### config.mk
export PLATFORM = sky130hd
export DESIGN_NAME = websocket_frame_deframer
export DESIGN_NICKNAME = d
export VERILOG_FILES = /design/src/rtl/core/wsd_pkg.sv /design/src/rtl/core/wsd_front.sv /design/src/rtl/core/wsd_queue.sv /design/src/rtl/core/wsd_back.sv /design/src/rtl/core/websocket_frame_deframer.sv
export SDC_FILE = /design/constraint.sdc
export NUM_CORES = 1
export LEC_CHECK = 0
export BUFFER_PORTS_ARGS = -buffer_cell sky130_fd_sc_hd__buf_2
export CORE_UTILIZATION = 60
export CTS_CLUSTER_DIAMETER = 40
export DETAILED_ROUTE_END_ITERATION = 16
export GPL_TIMING_DRIVEN = 0
export HOLD_SLACK_MARGIN = 0.15
export PLACE_DENSITY = 0.79
export SYNTH_ARGS = -nofsm -noshare
export SYNTH_HDL_FRONTEND = slang
export SYNTH_SLANG_ARGS = --single-unit
### constraint.sdc
create_clock -name clk -period 2.9 [get_ports clk]
set_input_delay 0.145 -clock clk [delete_from_list [all_inputs] [get_ports clk]]
set_output_delay 0.145 -clock clk [all_outputs]
set_load 0.1 [all_outputs]
### src/rtl/core/wsd_pkg.sv
// Shared types and codes for the frame deframer.
// Holds opcodes, status codes and the command word passed from parser to emitter.
// No dependencies.
package wsd_pkg;

	localparam logic [3:0] OP_TEXT   = 4'h1;
	localparam logic [3:0] OP_BINARY = 4'h2;
	localparam logic [3:0] OP_CLOSE  = 4'h8;
	localparam logic [3:0] OP_PING   = 4'h9;
	localparam logic [3:0] OP_PONG   = 4'hA;

	localparam logic [1:0] ST_TEXT_OK = 2'd0;
	localparam logic [1:0] ST_CLOSING = 2'd1;
	localparam logic [1:0] ST_IGNORED = 2'd2;
	localparam logic [1:0] ST_ERROR   = 2'd3;

	localparam int QDEPTH = 4;
	localparam int QAW    = $clog2(QDEPTH);

	typedef struct packed {
		logic       has_pay;
		logic [7:0] pay;
		logic       has_stat;
		logic [1:0] stat;
	} cmd_t;

endpackage

### src/rtl/core/wsd_front.sv
// Header parser and unmasker: takes one frame byte per transaction.
// Produces a command word per byte that causes results.
// Depends on wsd_pkg.
module wsd_front (
	input  logic              clk,
	input  logic              arst_n,
	input  logic              accept,
	input  logic [7:0]        in_byte,
	input  logic              frame_end,
	output logic              cmd_valid,
	output wsd_pkg::cmd_t     cmd
);

	localparam logic [2:0] POS_B0      = 3'd0;
	localparam logic [2:0] POS_B1      = 3'd1;
	localparam logic [2:0] POS_EXT_HI  = 3'd2;
	localparam logic [2:0] POS_EXT_LO  = 3'd3;
	localparam logic [2:0] POS_MASK    = 3'd4;
	localparam logic [2:0] POS_PAYLOAD = 3'd5;
	localparam logic [2:0] POS_DONE    = 3'd6;

	logic [2:0]  pos_q, pos_n;
	logic [3:0]  op_q, op_n;
	logic        bad_q, bad_n;
	logic [15:0] len_q, len_n;
	logic [31:0] key_q, key_n;
	logic [15:0] idx_q, idx_n;
	logic [15:0] idx_inc;
	logic        op_known;
	logic [7:0]  key_byte;
	logic        has_pay;
	logic [7:0]  pay;
	logic [1:0]  stat;

	assign idx_inc = idx_q + 16'd1;

	always_comb begin
		unique case (in_byte[3:0])
			wsd_pkg::OP_TEXT, wsd_pkg::OP_BINARY, wsd_pkg::OP_PING, wsd_pkg::OP_PONG:
				op_known = 1'b1;
			default: op_known = 1'b0;
		endcase
	end

	always_comb begin
		unique case (idx_q[1:0])
			2'd0:    key_byte = key_q[31:24];
			2'd1:    key_byte = key_q[23:16];
			2'd2:    key_byte = key_q[15:8];
			default: key_byte = key_q[7:0];
		endcase
	end

	always_comb begin
		pos_n   = pos_q;
		op_n    = op_q;
		bad_n   = bad_q;
		len_n   = len_q;
		key_n   = key_q;
		idx_n   = idx_q;
		has_pay = 1'b0;
		pay     = 8'd0;
		unique case (pos_q)
			POS_B0: begin
				op_n  = in_byte[3:0];
				bad_n = bad_q | (in_byte[6:4] != 3'd0) | ~in_byte[7];
				if (in_byte[3:0] == wsd_pkg::OP_CLOSE) begin
					pos_n = POS_DONE;
				end else if (!op_known) begin
					bad_n = 1'b1;
					pos_n = POS_DONE;
				end else if (bad_n) begin
					pos_n = POS_DONE;
				end else begin
					pos_n = POS_B1;
				end
			end
			POS_B1: begin
				bad_n = bad_q | ~in_byte[7];
				if (op_q != wsd_pkg::OP_TEXT || bad_n) begin
					pos_n = POS_DONE;
				end else if (in_byte[6:0] == 7'h7F) begin
					bad_n = 1'b1;
					pos_n = POS_DONE;
				end else if (in_byte[6:0] == 7'h7E) begin
					pos_n = POS_EXT_HI;
				end else begin
					len_n = {9'd0, in_byte[6:0]};
					idx_n = 16'd0;
					pos_n = (in_byte[6:0] == 7'd0) ? POS_DONE : POS_MASK;
				end
			end
			POS_EXT_HI: begin
				len_n = {in_byte, 8'd0};
				pos_n = POS_EXT_LO;
			end
			POS_EXT_LO: begin
				len_n = {len_q[15:8], in_byte};
				idx_n = 16'd0;
				pos_n = (len_n == 16'd0) ? POS_DONE : POS_MASK;
			end
			POS_MASK: begin
				key_n = {key_q[23:0], in_byte};
				if (idx_inc >= 16'd4) begin
					idx_n = 16'd0;
					pos_n = POS_PAYLOAD;
				end else begin
					idx_n = idx_inc;
				end
			end
			POS_PAYLOAD: begin
				has_pay = 1'b1;
				pay     = in_byte ^ key_byte;
				idx_n   = idx_inc;
				if (idx_inc == len_q) begin
					pos_n = POS_DONE;
				end
			end
			default: ;
		endcase
	end

	always_comb begin
		if (op_n == wsd_pkg::OP_CLOSE) begin
			stat = wsd_pkg::ST_CLOSING;
		end else if (bad_n || pos_n != POS_DONE) begin
			stat = wsd_pkg::ST_ERROR;
		end else if (op_n == wsd_pkg::OP_TEXT) begin
			stat = wsd_pkg::ST_TEXT_OK;
		end else begin
			stat = wsd_pkg::ST_IGNORED;
		end
	end

	assign cmd_valid    = accept & (has_pay | frame_end);
	assign cmd.has_pay  = has_pay;
	assign cmd.pay      = pay;
	assign cmd.has_stat = frame_end;
	assign cmd.stat     = stat;

	always_ff @(posedge clk or negedge arst_n) begin
		if (!arst_n) begin
			pos_q <= POS_B0;
			op_q  <= 4'd0;
			bad_q <= 1'b0;
			len_q <= 16'd0;
			key_q <= 32'd0;
			idx_q <= 16'd0;
		end else if (accept) begin
			if (frame_end) begin
				pos_q <= POS_B0;
				op_q  <= 4'd0;
				bad_q <= 1'b0;
				len_q <= 16'd0;
				key_q <= 32'd0;
				idx_q <= 16'd0;
			end else begin
				pos_q <= pos_n;
				op_q  <= op_n;
				bad_q <= bad_n;
				len_q <= len_n;
				key_q <= key_n;
				idx_q <= idx_n;
			end
		end
	end

endmodule

### src/rtl/core/wsd_queue.sv
// Short command queue between parser and emitter.
// Depends on wsd_pkg for the command type and depth.
module wsd_queue (
	input  logic          clk,
	input  logic          arst_n,
	input  logic          wr,
	input  wsd_pkg::cmd_t wr_cmd,
	input  logic          rd,
	output wsd_pkg::cmd_t rd_cmd,
	output logic          q_full,
	output logic          q_empty
);

	wsd_pkg::cmd_t             mem_q [wsd_pkg::QDEPTH];
	logic [wsd_pkg::QAW-1:0]   wp_q, rp_q;
	logic [wsd_pkg::QAW:0]     cnt_q;

	assign q_full  = (cnt_q == (wsd_pkg::QAW+1)'(wsd_pkg::QDEPTH));
	assign q_empty = (cnt_q == '0);
	assign rd_cmd  = mem_q[rp_q];

	always_ff @(posedge clk) begin
		if (wr) begin
			mem_q[wp_q] <= wr_cmd;
		end
	end

	always_ff @(posedge clk or negedge arst_n) begin
		if (!arst_n) begin
			wp_q  <= '0;
			rp_q  <= '0;
			cnt_q <= '0;
		end else begin
			if (wr) begin
				wp_q <= wp_q + 1'b1;
			end
			if (rd) begin
				rp_q <= rp_q + 1'b1;
			end
			if (wr && !rd) begin
				cnt_q <= cnt_q + 1'b1;
			end else if (rd && !wr) begin
				cnt_q <= cnt_q - 1'b1;
			end
		end
	end

endmodule

### src/rtl/core/wsd_back.sv
// Result emitter: holds one command, shows payload byte then status, or just one.
// Depends on wsd_pkg.
module wsd_back (
	input  logic          clk,
	input  logic          arst_n,
	input  logic          q_empty,
	input  wsd_pkg::cmd_t q_cmd,
	output logic          q_rd,
	input  logic          pop,
	output logic          empty,
	output logic          kind,
	output logic [7:0]    payload_byte,
	output logic [1:0]    frame_status,
	output logic          last
);

	logic          valid_q;
	logic          stat_phase_q;
	wsd_pkg::cmd_t cur_q;
	logic          show_stat;
	logic          take;
	logic          finish;

	assign show_stat = stat_phase_q | ~cur_q.has_pay;
	assign take      = valid_q & pop;
	assign finish    = take & (show_stat | ~cur_q.has_stat);
	assign q_rd      = ~q_empty & (~valid_q | finish);

	assign empty        = ~valid_q;
	assign kind         = show_stat;
	assign payload_byte = show_stat ? 8'd0 : cur_q.pay;
	assign frame_status = show_stat ? cur_q.stat : 2'd0;
	assign last         = show_stat;

	always_ff @(posedge clk) begin
		if (q_rd) begin
			cur_q <= q_cmd;
		end
	end

	always_ff @(posedge clk or negedge arst_n) begin
		if (!arst_n) begin
			valid_q      <= 1'b0;
			stat_phase_q <= 1'b0;
		end else begin
			if (q_rd) begin
				valid_q      <= 1'b1;
				stat_phase_q <= 1'b0;
			end else if (finish) begin
				valid_q      <= 1'b0;
				stat_phase_q <= 1'b0;
			end else if (take) begin
				stat_phase_q <= 1'b1;
			end
		end
	end

endmodule

### src/rtl/core/websocket_frame_deframer.sv
// Top level of the frame deframer: parser, command queue, result emitter.
// Depends on wsd_pkg, wsd_front, wsd_queue, wsd_back.
//
//   channel   handshake      payload
//   input     push / full    in_byte, frame_end
//   result    pop / empty    kind, payload_byte, frame_status, last
//
// One byte is taken each cycle while the four-entry command queue has room.
// A payload byte that also ends its frame gives two results, emitted on two pops.
// A byte's result is queued, then held in the emitter; full rises only when the queue fills.
// Reset clears parser state, queue pointers and the emitter's valid flag.
module websocket_frame_deframer (
	input  logic       clk,
	input  logic       arst_n,
	input  logic       push,
	output logic       full,
	input  logic [7:0] in_byte,
	input  logic       frame_end,
	output logic       empty,
	input  logic       pop,
	output logic       kind,
	output logic [7:0] payload_byte,
	output logic [1:0] frame_status,
	output logic       last
);

	logic          accept;
	logic          cmd_valid;
	wsd_pkg::cmd_t cmd;
	wsd_pkg::cmd_t q_cmd;
	logic          q_rd;
	logic          q_empty;

	assign accept = push & ~full;

	wsd_front u_front (
		.clk       (clk),
		.arst_n    (arst_n),
		.accept    (accept),
		.in_byte   (in_byte),
		.frame_end (frame_end),
		.cmd_valid (cmd_valid),
		.cmd       (cmd)
	);

	wsd_queue u_queue (
		.clk     (clk),
		.arst_n  (arst_n),
		.wr      (cmd_valid),
		.wr_cmd  (cmd),
		.rd      (q_rd),
		.rd_cmd  (q_cmd),
		.q_full  (full),
		.q_empty (q_empty)
	);

	wsd_back u_back (
		.clk          (clk),
		.arst_n       (arst_n),
		.q_empty      (q_empty),
		.q_cmd        (q_cmd),
		.q_rd         (q_rd),
		.pop          (pop),
		.empty        (empty),
		.kind         (kind),
		.payload_byte (payload_byte),
		.frame_status (frame_status),
		.last         (last)
	);

endmodule

==> impl_metrics.csv <==
group,metric,value,unit
routing,drc,1,
job,drv_cap,0,
routing,num_vias,5636,
pwr,p_leak,3.42,nW
global_routing,first_global_vias,5503,
timing,finalCritPeriodShare,0.996,
cts,htreeDepth,4,
timing,finalHoldViolCount,0,
routing,vias_per_cell,6.44,
setup_path,max_stage_delay,0.40,ns
cts,cts_buffer_depth,2,
die,ios,27,
global_routing,grt_pass1_wl,29.0,mm
layout,fin_cells,875,
global_routing,grt.total_usage,0.306,
cts,cts_buffers,17,
timing,clock_skew,0.0136,ns
setup_path,r2r.worst_path.cells,12,
setup_path,cp.arrival,3.02,ns
setup_path,start_kind,"register",
timing,setup_viol,0,
yosys,synth_top_area_cell,"dfrtp_1",
timing,fmax,346,MHz
yosys,ys_types,74,
placement,post-place-cells,830,
yosys,synthTopCellsByArea,"dfrtp_1, edfxtp_1, nand2_1",
status,status,"complete, but fails checks",
global_routing,antenna_found_initial,0,
yosys,synth_edf_count,60,
layout,finalInstanceArea,0.00851,mm^2
setup_path,critPathCaptureType,"register",
yosys,synth_most_common_cell,"nand2_1",
cts,cts.sinks,141,
layout,num-nets-final,743,
die,initial_core_util,0.625,
layout,multiInputGateArea,0.00327,mm^2
placement,place_area,0.00758,mm^2
die,die_area,0.0125,mm^2
yosys,yosysSeqAreaShare,0.528,
min_path,hp-class,"primary input to asynchronous set/reset pin",
global_routing,grt_max_degree,58,
cts,clk_pin_slew,0.06,ns
routing,antenna_left,0,
placement,dpl.hpwl,12.0,mm
setup_path,cp_num_buf_inv,4,
placement,routabilityCongestion,0.909,
pwr,ir_drop,0.863,mV
yosys,yosysTopAreaCellShare,0.279,
timing,timing.slew.headroom,0.428,
yosys,synthTopCellsByCount,"nand2_1, dfrtp_1, edfxtp_1",
routing,routed_wl,18.0,mm
timing,slew_violations,0,
placement,io_buffer_count,23,
yosys,ys_ff_latch,141,
layout,antenna_cells,0,
yosys,ys.warnings.count,0,
routing,wl_per_cell,20.6,um
yosys,synthArstFlopShare,0.574,
die,rows,39,
setup_path,cp_slowest_cell,"dfrtp_1",
timing,min_period,2.89,ns
die,core,0.0116,mm^2
yosys,ys.flop_type,"dfrtp_1",
cts,tritoncts,"done",
setup_path,path_delay_family,"compound AO/OA/AOI/OAI gates",
layout,synthToLayoutAreaGrowth,17.3,%
timing,final.setup.tns,0,ns
yosys,synthCells,663,
die,die_w,112,um
cts,clock-root-buffer,"clkbuf_16",
routing,drt_iter0_drc,550,
routing,first_pass_iters,12,
layout,seq_area,0.00383,mm^2
yosys,synth_area,0.00725,mm^2
yosys,mappedNetlistNets,687,
status,violations,"DRC",
setup_path,cp_cell_sequence,"buf_6 -> buf_4 -> buf_6 -> xnor2_1 -> a211oi_2 -> o311ai_2 -> a211o_1 -> nor4_4 -> nand4_1 -> a211oi_2 -> buf_4 -> o311ai_4",
timing,rsz0062_at_grt,"true",
setup_path,cp.required,3.04,ns
layout,layout-drive-gt1-share,0.193,
layout,fill_cells,785,
die,die_h,112,um
setup_path,ff2ff_setup_slack,0.01,ns
setup_path,path_class,"register to register",
setup_path,path_depth,12,
pwr,power.density,997,mW/mm^2
timing,max_slew.worst_pin.slew,0.858,ns
setup_path,cp_max_fo,5,
yosys,avgSynthCellArea,10.9,um^2
global_routing,overflow,0,
cts,clk_latency,0.43,ns
-- state kept, by name, summed over array words and instances, names as in the netlist, 2 cells and up --
register,cells
u_front.pos_q,3
u_queue.wp_q,2
u_queue.cnt_q,3
u_queue.mem_q,48
u_front.key_q,32
u_back.cur_q,12
u_front.idx_q,16
u_front.op_q,4
u_front.len_q,16
u_queue.rp_q,2
-- path summary, 6_finish.rpt --
path                             startpoint                   to
max reg2reg                u_front.idx_q[0]  u_queue.mem_q[1][1]
min reg2reg                u_front.len_q[5]     u_front.len_q[5]
min in group clk                 in_byte[2]      u_front.op_q[2]
max                        u_front.idx_q[0]  u_queue.mem_q[1][1]
max in group asynchronous            arst_n     u_front.idx_q[1]
min                                  arst_n     u_front.idx_q[3]
-- cell usage in the layout, fill, tap and decap left out, types with 5 or more instances in the layout --
master	synthesis	routed
nand2_1	85	83
dfrtp_1	81	80
edfxtp_1	60	60
nor2_1	43	43
o21ai_0	35	33
buf_2	5	27
clkbuf_1	28	26
a22o_1	25	25
nand3_1	24	23
xnor2_1	22	21
inv_1	19	18
clkbuf_16	0	17
and2_1	14	14
nor3_1	14	12
buf_4	7	12
a21oi_1	16	12
mux4_2	12	12
xor2_1	11	11
mux2_2	10	10
nand4_1	9	9
ha_1	10	9
nor2b_1	8	8
nor4_1	8	8
o31ai_1	8	8
a222oi_1	8	8
dlygate4sd3_1	0	8
buf_6	4	7
a31oi_1	7	7
o21ai_1	6	6
mux2i_1	5	5
buf_1	6	5
or3_1	5	5
-- power breakdown --
| group | switching [mW] | leakage (nW) | total, mW | internal (mW) |
|---|---|---|---|---|
| Combinational | 2.20 | 1.49 | 3.22 | 1.02 |
| Sequential | 0.344 | 1.64 | 2.97 | 2.62 |
| Clock | 0.860 | 0.294 | 2.29 | 1.43 |
-- per-stage QoR --
step / hold slack [ns] / setup slack [ns] / total power [mW] / util
CTS: 0.188 / 0.0222 / 8.41 / 0.723
floorplan: -0.151 / 0.187 / 5.25 / -
global placement: 0.377 / -0.279 / 5.78 / 0.650
detailed placement: 0.0817 / -0.389 / 5.94 / 0.653
global route: 0.226 / -0.0983 / 8.84 / 0.733
finish: 0.182 / 0.0118 / 8.49 / 0.733
-- cell families (layout without fill, tap and decap cells) --
family / Yosys count / after routing / synth area share
and+or+nand+nor: 238 / 238 / 0.167
AOI/OAI and AO/OA: 144 / 144 / 0.141
DFF: 141 / 141 / 0.528
buffers and inverters: 69 / 138 / 0.0443
xor gates and xnor gates: 33 / 33 / 0.0398
muxes: 27 / 27 / 0.0597
adders and majority gates: 11 / 11 / 0.0200
-- layer usage --
layer  global-route usage  share of wire  vias to the layer above  wire length, um
met1                0.419           0.43                     2794             7710
met4                0.114          0.022                        0              393
met5                    0              0                        -                0
met2                0.480           0.48                      264             8580
li1                     -              -                     2538                -
met3               0.0697          0.073                       40             1320
-- what timing repair did --
action                                  CTS  global route
endpoints found under the setup margin   65            18
setup buffers                             7             0
hold buffers                              8             0
pin swaps                                 7             2
resized for setup                        14            25
hold endpoints to repair                 97             0
-- cell type report --
cell class	count	share of cell area
inverter	19	0.00867
timing repair buffer	39	0.0331
buffer	48	0.0296
clock inverter	15	0.0229
sequential	141	0.450
tap	143	0.0210
multi-input combinational	453	0.385
clock buffer	17	0.0500
No activity file was read; power rests on OpenSTA's default activity.
